[src/rtl/tle_pkg.sv]
// Shared types, constants and helpers for the text layout extent estimator.
// No dependencies; every other file in rtl/ refers to this package by scoped name.
package tle_pkg;

    localparam int GLYPH_BITS = 8;
    localparam int CUR_BITS   = 18;
    localparam int CALC_BITS  = 20;
    localparam int EXT_BITS   = 16;
    localparam int COORD_BITS = 16;
    localparam int CFG_IDX_BITS = 3;

    // Item operation codes
    localparam logic [1:0] OP_GLYPH  = 2'd0;
    localparam logic [1:0] OP_LF     = 2'd1;
    localparam logic [1:0] OP_CR     = 2'd2;
    localparam logic [1:0] OP_FINISH = 2'd3;

    // Configuration register indices
    localparam logic [CFG_IDX_BITS-1:0] REG_VERTICAL = 3'd0;
    localparam logic [CFG_IDX_BITS-1:0] REG_ORIGIN_X = 3'd1;
    localparam logic [CFG_IDX_BITS-1:0] REG_ORIGIN_Y = 3'd2;
    localparam logic [CFG_IDX_BITS-1:0] REG_END_X    = 3'd3;
    localparam logic [CFG_IDX_BITS-1:0] REG_END_Y    = 3'd4;

    localparam logic signed [COORD_BITS-1:0] END_RESET = 16'sh7FFF;

    localparam logic signed [CALC_BITS-1:0] CUR_MAX = 20'sh1FFFF;
    localparam logic signed [CALC_BITS-1:0] CUR_MIN = 20'shE0000;
    localparam logic signed [CALC_BITS-1:0] EXT_MAX = 20'sh0FFFF;

    typedef logic [GLYPH_BITS-1:0] glyph_t;

    typedef struct packed {
        logic                          vertical;
        logic signed [COORD_BITS-1:0]  origin_x;
        logic signed [COORD_BITS-1:0]  origin_y;
        logic signed [COORD_BITS-1:0]  end_x;
        logic signed [COORD_BITS-1:0]  end_y;
        logic                          load_x;
        logic                          load_y;
        logic signed [COORD_BITS-1:0]  load_data;
    } cfg_t;

    typedef struct packed {
        logic [1:0] op;
        glyph_t     w;
        glyph_t     h;
    } item_t;

    typedef struct packed {
        logic [EXT_BITS-1:0] est_width;
        logic [EXT_BITS-1:0] est_height;
        logic                stopped;
    } result_t;

    // Clamp a working value to the cursor range
    function automatic logic signed [CUR_BITS-1:0] sat_cursor(
        input logic signed [CALC_BITS-1:0] v
    );
        logic signed [CUR_BITS-1:0] r;
        if (v > CUR_MAX)
            r = CUR_MAX[CUR_BITS-1:0];
        else if (v < CUR_MIN)
            r = CUR_MIN[CUR_BITS-1:0];
        else
            r = v[CUR_BITS-1:0];
        return r;
    endfunction

    // Keep the larger of the recorded extent and a new reach, saturating
    function automatic logic [EXT_BITS-1:0] grow_extent(
        input logic [EXT_BITS-1:0]         ext,
        input logic signed [CALC_BITS-1:0] reach
    );
        logic [EXT_BITS-1:0] g;
        if (reach > $signed({{(CALC_BITS-EXT_BITS){1'b0}}, ext})) begin
            if (reach > EXT_MAX)
                g = EXT_MAX[EXT_BITS-1:0];
            else
                g = reach[EXT_BITS-1:0];
        end
        else
            g = ext;
        return g;
    endfunction

    function automatic logic signed [CALC_BITS-1:0] ext_cur(
        input logic signed [CUR_BITS-1:0] v
    );
        return {{(CALC_BITS-CUR_BITS){v[CUR_BITS-1]}}, v};
    endfunction

    function automatic logic signed [CALC_BITS-1:0] ext_coord(
        input logic signed [COORD_BITS-1:0] v
    );
        return {{(CALC_BITS-COORD_BITS){v[COORD_BITS-1]}}, v};
    endfunction

    function automatic logic signed [CALC_BITS-1:0] ext_glyph(input glyph_t v);
        return {{(CALC_BITS-GLYPH_BITS){1'b0}}, v};
    endfunction

endpackage

[src/rtl/tle_cfg.sv]
// Configuration register file for the text layout extent estimator.
// Depends on tle_pkg for the register indices and the cfg_t bundle.
module tle_cfg (
    input  logic                              clk,
    input  logic                              rst_n,
    input  logic                              cfg_we,
    input  logic [tle_pkg::CFG_IDX_BITS-1:0]  cfg_index,
    input  logic [tle_pkg::COORD_BITS-1:0]    cfg_data,
    output tle_pkg::cfg_t                     cfg
);

    logic                                   vertical_reg;
    logic signed [tle_pkg::COORD_BITS-1:0]  origin_x_reg;
    logic signed [tle_pkg::COORD_BITS-1:0]  origin_y_reg;
    logic signed [tle_pkg::COORD_BITS-1:0]  end_x_reg;
    logic signed [tle_pkg::COORD_BITS-1:0]  end_y_reg;

    always_ff @(posedge clk or negedge rst_n)
    begin
        if (!rst_n)
        begin
            vertical_reg <= 1'b0;
            origin_x_reg <= '0;
            origin_y_reg <= '0;
            end_x_reg    <= tle_pkg::END_RESET;
            end_y_reg    <= tle_pkg::END_RESET;
        end
        else if (cfg_we)
        begin
            case (cfg_index)
                tle_pkg::REG_VERTICAL: vertical_reg <= cfg_data[0];
                tle_pkg::REG_ORIGIN_X: origin_x_reg <= cfg_data;
                tle_pkg::REG_ORIGIN_Y: origin_y_reg <= cfg_data;
                tle_pkg::REG_END_X:    end_x_reg    <= cfg_data;
                tle_pkg::REG_END_Y:    end_y_reg    <= cfg_data;
                default: ;
            endcase
        end
    end

    // Origin writes also reload the matching cursor in the core
    always_comb
    begin
        cfg.vertical  = vertical_reg;
        cfg.origin_x  = origin_x_reg;
        cfg.origin_y  = origin_y_reg;
        cfg.end_x     = end_x_reg;
        cfg.end_y     = end_y_reg;
        cfg.load_x    = cfg_we && (cfg_index == tle_pkg::REG_ORIGIN_X);
        cfg.load_y    = cfg_we && (cfg_index == tle_pkg::REG_ORIGIN_Y);
        cfg.load_data = cfg_data;
    end

endmodule

[src/rtl/tle_core.sv]
// Layout state and its combinational next-state update: cursor, line extent, bounding box, halt flag.
// Depends on tle_pkg for item/result/config types and the saturating helpers.
module tle_core (
    input  logic              clk,
    input  logic              rst_n,
    input  tle_pkg::cfg_t     cfg,
    input  logic              step,
    input  tle_pkg::item_t    item,
    output tle_pkg::result_t  result
);

    logic signed [tle_pkg::CUR_BITS-1:0]  cursor_x_reg, cursor_x_next;
    logic signed [tle_pkg::CUR_BITS-1:0]  cursor_y_reg, cursor_y_next;
    tle_pkg::glyph_t                      line_ext_reg, line_ext_next;
    logic [tle_pkg::EXT_BITS-1:0]         ext_w_reg, ext_w_next;
    logic [tle_pkg::EXT_BITS-1:0]         ext_h_reg, ext_h_next;
    logic                                 halted_reg, halted_next;

    logic                                 vert;
    logic signed [tle_pkg::CALC_BITS-1:0] cx, cy, adv, lin;
    logic signed [tle_pkg::CALC_BITS-1:0] adv_size, lin_size, adv_end, lin_end, adv_org;
    logic signed [tle_pkg::CALC_BITS-1:0] le, gw, gh, lin1_w, cx1, cy1;
    logic signed [tle_pkg::CALC_BITS-1:0] reach_w, reach_h;
    logic signed [tle_pkg::CUR_BITS-1:0]  adv1, lin1, adv2, lf_lin, cr_adv;
    logic signed [tle_pkg::CUR_BITS-1:0]  org_x_cur, org_y_cur, load_cur;
    tle_pkg::glyph_t                      le1, le2, lin_size_g;
    logic                                 wrap, over;

    // Glyph placement datapath
    always_comb
    begin
        vert     = cfg.vertical;
        cx       = tle_pkg::ext_cur(cursor_x_reg);
        cy       = tle_pkg::ext_cur(cursor_y_reg);
        gw       = tle_pkg::ext_glyph(item.w);
        gh       = tle_pkg::ext_glyph(item.h);
        le       = tle_pkg::ext_glyph(line_ext_reg);
        adv      = vert ? cy : cx;
        lin      = vert ? cx : cy;
        adv_size = vert ? gh : gw;
        lin_size = vert ? gw : gh;
        lin_size_g = vert ? item.w : item.h;
        adv_end  = tle_pkg::ext_coord(vert ? cfg.end_y : cfg.end_x);
        lin_end  = tle_pkg::ext_coord(vert ? cfg.end_x : cfg.end_y);
        adv_org  = tle_pkg::ext_coord(vert ? cfg.origin_y : cfg.origin_x);

        // Wrap to a new line when the glyph would pass the advance edge
        wrap   = (adv + adv_size) > adv_end;
        lf_lin = tle_pkg::sat_cursor(lin + le);
        adv1   = wrap ? adv_org[tle_pkg::CUR_BITS-1:0] : adv[tle_pkg::CUR_BITS-1:0];
        lin1   = wrap ? lf_lin : lin[tle_pkg::CUR_BITS-1:0];
        le1    = wrap ? '0 : line_ext_reg;
        lin1_w = tle_pkg::ext_cur(lin1);

        over = (lin1_w + lin_size) > lin_end;
        le2  = (le1 < lin_size_g) ? lin_size_g : le1;

        cx1 = vert ? lin1_w : tle_pkg::ext_cur(adv1);
        cy1 = vert ? tle_pkg::ext_cur(adv1) : lin1_w;
        reach_w = cx1 + gw - tle_pkg::ext_coord(cfg.origin_x);
        reach_h = cy1 + gh - tle_pkg::ext_coord(cfg.origin_y);
        adv2 = tle_pkg::sat_cursor(tle_pkg::ext_cur(adv1) + adv_size);

        cr_adv = adv_org[tle_pkg::CUR_BITS-1:0];

        org_x_cur = {{(tle_pkg::CUR_BITS-tle_pkg::COORD_BITS){cfg.origin_x[tle_pkg::COORD_BITS-1]}},
                     cfg.origin_x};
        org_y_cur = {{(tle_pkg::CUR_BITS-tle_pkg::COORD_BITS){cfg.origin_y[tle_pkg::COORD_BITS-1]}},
                     cfg.origin_y};
        load_cur  = {{(tle_pkg::CUR_BITS-tle_pkg::COORD_BITS){cfg.load_data[tle_pkg::COORD_BITS-1]}},
                     cfg.load_data};
    end

    always_comb
    begin
        cursor_x_next = cursor_x_reg;
        cursor_y_next = cursor_y_reg;
        line_ext_next = line_ext_reg;
        ext_w_next    = ext_w_reg;
        ext_h_next    = ext_h_reg;
        halted_next   = halted_reg;

        if (step)
        begin
            case (item.op)
                tle_pkg::OP_FINISH:
                begin
                    cursor_x_next = org_x_cur;
                    cursor_y_next = org_y_cur;
                    line_ext_next = '0;
                    ext_w_next    = '0;
                    ext_h_next    = '0;
                    halted_next   = 1'b0;
                end
                tle_pkg::OP_GLYPH:
                begin
                    if (!halted_reg)
                    begin
                        if (over)
                        begin
                            // Keep the wrap, drop the glyph, stop layout
                            cursor_x_next = vert ? lin1 : adv1;
                            cursor_y_next = vert ? adv1 : lin1;
                            line_ext_next = le1;
                            halted_next   = 1'b1;
                        end
                        else
                        begin
                            cursor_x_next = vert ? lin1 : adv2;
                            cursor_y_next = vert ? adv2 : lin1;
                            line_ext_next = le2;
                            ext_w_next    = tle_pkg::grow_extent(ext_w_reg, reach_w);
                            ext_h_next    = tle_pkg::grow_extent(ext_h_reg, reach_h);
                        end
                    end
                end
                tle_pkg::OP_LF:
                begin
                    if (!halted_reg)
                    begin
                        if (vert)
                            cursor_x_next = lf_lin;
                        else
                            cursor_y_next = lf_lin;
                        line_ext_next = '0;
                    end
                end
                tle_pkg::OP_CR:
                begin
                    if (!halted_reg)
                    begin
                        if (vert)
                            cursor_y_next = cr_adv;
                        else
                            cursor_x_next = cr_adv;
                    end
                end
                default: ;
            endcase
        end

        if (cfg.load_x)
            cursor_x_next = load_cur;
        if (cfg.load_y)
            cursor_y_next = load_cur;
    end

    always_ff @(posedge clk or negedge rst_n)
    begin
        if (!rst_n)
        begin
            cursor_x_reg <= '0;
            cursor_y_reg <= '0;
            line_ext_reg <= '0;
            ext_w_reg    <= '0;
            ext_h_reg    <= '0;
            halted_reg   <= 1'b0;
        end
        else
        begin
            cursor_x_reg <= cursor_x_next;
            cursor_y_reg <= cursor_y_next;
            line_ext_reg <= line_ext_next;
            ext_w_reg    <= ext_w_next;
            ext_h_reg    <= ext_h_next;
            halted_reg   <= halted_next;
        end
    end

    assign result.est_width  = ext_w_reg;
    assign result.est_height = ext_h_reg;
    assign result.stopped    = halted_reg;

`ifndef SYNTHESIS
    // A halted layout ignores every item but finish; origin writes still reload the cursors
    a_halt_freezes: assert property (@(posedge clk) disable iff (!rst_n)
        halted_reg && step && (item.op != tle_pkg::OP_FINISH)
            && !cfg.load_x && !cfg.load_y
        |=> $stable(cursor_x_reg) && $stable(cursor_y_reg) && $stable(ext_w_reg)
            && halted_reg)
        else $error("halted layout changed state");

    // Finish clears the bounding box and the halt flag
    a_finish_clears: assert property (@(posedge clk) disable iff (!rst_n)
        step && (item.op == tle_pkg::OP_FINISH)
        |=> (ext_w_reg == '0) && (ext_h_reg == '0) && !halted_reg && (line_ext_reg == '0))
        else $error("finish did not clear layout state");

    // Extents never shrink except on finish
    a_extent_monotonic: assert property (@(posedge clk) disable iff (!rst_n)
        !(step && (item.op == tle_pkg::OP_FINISH))
        |=> (ext_w_reg >= $past(ext_w_reg)) && (ext_h_reg >= $past(ext_h_reg)))
        else $error("extent shrank without finish");
`endif

endmodule

[src/rtl/text_layout_extent_estimator_top.sv]
// Top level of the text layout extent estimator: input register, result register.
// Depends on tle_pkg, tle_cfg and tle_core.
//
//  channel   | handshake                  | payload
//  ----------+----------------------------+-------------------------------------
//  item      | item_valid / item_ready    | op, glyph_width, glyph_height
//  result    | result_valid / result_ready| est_width, est_height, stopped
//  config    | cfg_we (no wait)           | cfg_index, cfg_data
//
// One transaction per cycle unless a finish is stalled; each taken item waits in the input register until processed.
// A finish item's result is loaded into the result register when the finish is processed and is offered from there.
// The only stall is a finish item meeting a full result register that is not drained.
// rst_n clears the handshake state, the layout state and the configuration registers.
module text_layout_extent_estimator_top (
    input  logic                              clk,
    input  logic                              rst_n,
    input  logic                              item_valid,
    output logic                              item_ready,
    input  logic [1:0]                        op,
    input  logic [7:0]                        glyph_width,
    input  logic [7:0]                        glyph_height,
    output logic                              result_valid,
    input  logic                              result_ready,
    output logic [15:0]                       est_width,
    output logic [15:0]                       est_height,
    output logic                              stopped,
    input  logic                              cfg_we,
    input  logic [tle_pkg::CFG_IDX_BITS-1:0]  cfg_index,
    input  logic [tle_pkg::COORD_BITS-1:0]    cfg_data
);

    tle_pkg::cfg_t     cfg;
    tle_pkg::item_t    item_reg;
    tle_pkg::result_t  core_result;
    tle_pkg::result_t  result_reg;
    logic              item_valid_reg, item_valid_next;
    logic              result_valid_reg, result_valid_next;
    logic              out_free, step, take_in, is_finish;

    tle_cfg u_cfg (
        .clk       (clk),
        .rst_n     (rst_n),
        .cfg_we    (cfg_we),
        .cfg_index (cfg_index),
        .cfg_data  (cfg_data),
        .cfg       (cfg)
    );

    tle_core u_core (
        .clk    (clk),
        .rst_n  (rst_n),
        .cfg    (cfg),
        .step   (step),
        .item   (item_reg),
        .result (core_result)
    );

    // Only a finish needs room in the result register
    always_comb
    begin
        out_free   = !result_valid_reg || result_ready;
        is_finish  = (item_reg.op == tle_pkg::OP_FINISH);
        step       = item_valid_reg && (!is_finish || out_free);
        item_ready = !item_valid_reg || step;
        take_in    = item_valid && item_ready;

        item_valid_next = take_in ? 1'b1 : (step ? 1'b0 : item_valid_reg);

        if (step && is_finish)
            result_valid_next = 1'b1;
        else if (result_ready)
            result_valid_next = 1'b0;
        else
            result_valid_next = result_valid_reg;
    end

    always_ff @(posedge clk or negedge rst_n)
    begin
        if (!rst_n)
        begin
            item_valid_reg   <= 1'b0;
            result_valid_reg <= 1'b0;
        end
        else
        begin
            item_valid_reg   <= item_valid_next;
            result_valid_reg <= result_valid_next;
        end
    end

    // Payload registers: the item loads on capture, the result on a processed finish; both hold otherwise
    always_ff @(posedge clk)
    begin
        if (take_in)
        begin
            item_reg.op <= op;
            item_reg.w  <= glyph_width[tle_pkg::GLYPH_BITS-1:0];
            item_reg.h  <= glyph_height[tle_pkg::GLYPH_BITS-1:0];
        end
        if (step && is_finish)
            result_reg <= core_result;
    end

    assign result_valid = result_valid_reg;
    assign est_width    = result_reg.est_width;
    assign est_height   = result_reg.est_height;
    assign stopped      = result_reg.stopped;

`ifndef SYNTHESIS
    // A processed finish always lands in the result register
    a_finish_reports: assert property (@(posedge clk) disable iff (!rst_n)
        step && is_finish |=> result_valid_reg)
        else $error("finish processed without a result");

    // A waiting result is never overwritten by the next finish
    a_no_overwrite: assert property (@(posedge clk) disable iff (!rst_n)
        result_valid_reg && !result_ready |-> !(step && is_finish))
        else $error("result register overwritten while full");

    // Empty input register always takes a transaction
    a_empty_ready: assert property (@(posedge clk) disable iff (!rst_n)
        !item_valid_reg |-> item_ready)
        else $error("input stage empty but not ready");
`endif

endmodule
[config.mk]
export PLATFORM = sky130hd
export DESIGN_NAME = text_layout_extent_estimator_top
export DESIGN_NICKNAME = d
export VERILOG_FILES = /design/src/rtl/tle_pkg.sv /design/src/rtl/tle_cfg.sv /design/src/rtl/tle_core.sv /design/src/rtl/text_layout_extent_estimator_top.sv
export SDC_FILE = /design/constraint.sdc
export NUM_CORES = 1
export LEC_CHECK = 0
export BUFFER_PORTS_ARGS = -buffer_cell sky130_fd_sc_hd__buf_2
export CAP_MARGIN = 30
export CORE_ASPECT_RATIO = 0.75
export CORE_MARGIN = 4
export CORE_UTILIZATION = 62
export CTS_CLUSTER_SIZE = 24
export DETAILED_ROUTE_END_ITERATION = 6
export PLACE_DENSITY_LB_ADDON = 0.25
export SLEW_MARGIN = 0
export SYNTH_ARGS = -nofsm -noshare
export SYNTH_HDL_FRONTEND = slang
export SYNTH_HIERARCHICAL = 1
export SYNTH_SLANG_ARGS = --single-unit
export TNS_END_PERCENT = 30
[constraint.sdc]
create_clock -name clk -period 13.4 [get_ports clk]
set_clock_uncertainty 0.15 [all_clocks]
set_input_delay 1.34 -clock clk [delete_from_list [all_inputs] [get_ports clk]]
set_output_delay 1.34 -clock clk [all_outputs]
set_load 0.02 [all_outputs]
==> flow_summary.json <==
{
  "first_pass_iters": 7,
  "timing.final.hold_violations": 0,
  "period_needed_ns": 12.69,
  "synth_top_area_share_pct": 14.94,
  "drtIter0Drc": 2744,
  "synth_top_family_by_area": "compound AO/OA/AOI/OAI gates",
  "synth_flop_cell": "dfrtp_1",
  "synth_seq_cells": 195,
  "track_usage_pct": 40.87,
  "crit_path_top_delay_cell": "a2111oi_0",
  "yosysWarnings": 6,
  "ant_nets": 0,
  "finalSetupViolCount": 0,
  "async_flop_share_pct": 73.85,
  "netlist_area_sq_mm": 0.01910,
  "synth.area.mux_share_pct": 11.94,
  "ios": 77,
  "worstSetupPathType": "register to register",
  "syn_area_per_cell_sq_um": 9.061,
  "status": "finished, violations left",
  "tns_ns": 0,
  "cp_max_fo": 27,
  "antenna_cells": 0,
  "ys_seq_area_share_pct": 27.08,
  "cts_root_buffer": "clkbuf_16",
  "slew_headroom_pct": 26.86,
  "cts_tree": "done",
  "period_share_pct": 94.69,
  "use_met1_pct": 57.77,
  "synth_simple_gate_area_share_pct": 14.27,
  "grt_pass1_vias": 17280,
  "vias": 18360,
  "start_util_pct": 63.08,
  "layout-drive-gt1-share_pct": 17.10,
  "wl_per_cell_microns": 27.92,
  "synth_common_cells": "ha_1 (175), inv_1 (168), a21oi_1 (166)",
  "dieHeight_microns": 160,
  "top_usage_layer": "met2",
  "arrival_ns": 12.94,
  "worst_pin_slew_ns": 1.093,
  "dieArea_sq_mm": 0.03371,
  "antenna_found_initial": 0,
  "hold_path_class": "register to register",
  "synth.area.top_cells": "dfrtp_1 (15%), ha_1 (11%), edfxtp_1 (8.0%)",
  "area_growth_pct": 7.147,
  "rsz0062_at_grt": "no",
  "path_clk_slew_ns": 0.09,
  "synthMostInstantiatedCell": "ha_1",
  "postRouteWirelength_microns": 71060,
  "viasPerCell": 7.215,
  "gp_congestion": 1.073,
  "use_met2_pct": 58.98,
  "hpwl_microns": 53590,
  "grt_max_degree": 80,
  "cts.sinks": 195,
  "synth-edff-count": 51,
  "numCtsBuffers": 17,
  "num_rows": 55,
  "yosysUniqueCellTypes": 101,
  "endpoint_kind": "register",
  "overflow": 0,
  "synth_compound_area_share_pct": 23.13,
  "drv_slew": 0,
  "fin_nets": 2370,
  "required_ns": 13.65,
  "grt_pass1_wl_microns": 105800,
  "synthesis.nets": 2345,
  "drv_cap": 0,
  "clk_latency_ns": 0.47,
  "crit_path_start_kind": "register",
  "violations": "DRC",
  "cts_buffer_depth": 2,
  "place.port_buffers": 76,
  "netlist_instances": 2108,
  "fmaxAchievable_mhz": 78.81,
  "grt_use_met3_pct": 10.62,
  "hold_buffers": 0,
  "synthXorXnorAreaFrac_pct": 3.485,
  "drc": 1,
  "synth_adder_area_share_pct": 13.56,
  "die_width_microns": 210.7,
  "critPathMaxStageDelay_ns": 0.69,
  "yosysTopAreaCell": "dfrtp_1",
  "htreeDepth": 4,
  "coreArea_sq_mm": 0.03028
}
-- per-stage QoR --
stage          hold WS, ns  utilization [%]  setup WS, ns  instances  cell area [sq um]
4_1_cts             0.3382            67.40        0.7219       2543              20410
3_5_place_dp        0.3148            65.33        0.8099       2511              19780
5_1_grt             0.3498            67.59       0.05279       2545              20460
2_1_floorplan       0.2973                -         1.135       2108              19100
3_3_place_gp        0.3105            65.02         1.256       2505              19690
6_report            0.3346            67.59        0.7116       2545              20460
-- cell families (layout without fill, tap and decap cells) --
| kind of cell | after synthesis | in the layout |
|---|---|---|
| AO/OA/AOI/OAI | 636 | 636 |
| AND/OR/NAND/NOR | 526 | 526 |
| buffers and inverters | 284 | 322 |
| multiplexers | 196 | 196 |
| adder cells (fa/ha/maj) | 195 | 195 |
| flip-flops | 195 | 195 |
| XOR/XNOR | 76 | 76 |
-- repair_timing --
item | in CTS | in global routing
setup buffers | 0 | 1
gates resized for setup | 0 | 4
endpoints found under the setup margin | 0 | 35
-- layout by cell type (no fill, tap or decap), types with 10 or more instances in the layout --
cell type / synthesis / layout
a211oi_1: 24 / 24
a21o_1: 37 / 37
a21oi_1: 166 / 166
a221o_1: 10 / 10
a221oi_1: 15 / 15
a22o_1: 12 / 12
a22oi_1: 13 / 13
a31oi_1: 15 / 13
and2_1: 14 / 14
and3_1: 24 / 24
buf_2: 28 / 76
buf_4: 20 / 38
clkbuf_16: 0 / 17
dfrtp_1: 114 / 113
dfstp_2: 30 / 30
edfxtp_1: 51 / 51
fa_1: 20 / 20
ha_1: 175 / 174
inv_1: 168 / 168
mux2_2: 73 / 73
mux2_4: 28 / 28
mux2i_1: 88 / 88
nand2_1: 139 / 139
nand2b_1: 20 / 20
nand3_1: 53 / 53
nand4_1: 19 / 19
nor2_1: 106 / 104
nor2b_1: 28 / 28
nor3_1: 36 / 36
nor4_1: 18 / 17
o211ai_1: 16 / 16
o21a_1: 24 / 24
o21ai_0: 118 / 117
o21bai_1: 15 / 15
o221a_2: 34 / 34
o31a_1: 10 / 10
o31ai_1: 14 / 14
or4_1: 12 / 12
xnor2_1: 49 / 49
xor2_1: 27 / 27
-- cell type report --
| type | instances | area [sq um] |
|---|---|---|
| multi-input combinational | 1629 | 12740 |
| fill | 2412 | 9814 |
| sequential | 195 | 5176 |
| timing repair buffer | 120 | 785.8 |
| inverter | 170 | 638.1 |
| tap | 399 | 499.2 |
| clock buffer | 17 | 425.4 |
| clock inverter | 15 | 198.9 |
-- worst max-delay path, delay by kind of cell, from the launching register on --
family / cells / cell delay (ns)
AND/OR/NAND/NOR: 7 / 2.14
adder cells (fa/ha/maj): 5 / 1.60
XOR/XNOR: 1 / 0.13
buffers and inverters: 4 / 0.75
multiplexers: 2 / 0.86
AO/OA/AOI/OAI: 22 / 6.28
flip-flops: 1 / 0.68
-- layer usage --
metal  routed length, microns  up-vias
li1                         -     7928
met1                    28590     8820
met2                    29520     1334
met3                     9117      280
met4                     3830        0
met5                        0        -
-- path summary, 6_finish.rpt --
check	start	end	slack (ns)	depth (start not counted)
setup reg to reg	u_cfg/vertical_reg$_DFFE_PN0P_	u_core/ext_h_reg[11]$_DFFE_PN0P_	0.71	41
hold reg to reg	u_core/ext_w_reg[1]$_DFFE_PN0P_	est_width[1]$_DFFE_PP_	0.33	0
max in group asynchronous	rst_n	u_cfg/end_y_reg[8]$_DFFE_PN1P_	11.20	3
min in group asynchronous	rst_n	u_core/ext_h_reg[12]$_DFFE_PN0P_	0.79	1
hold / removal	u_core/ext_w_reg[1]$_DFFE_PN0P_	est_width[1]$_DFFE_PP_	0.33	0
setup / recovery	u_cfg/vertical_reg$_DFFE_PN0P_	u_core/ext_h_reg[11]$_DFFE_PN0P_	0.71	41
Power is not shown: default switching activity piles up to over one toggle a cycle in this logic, so the estimate is an artifact.
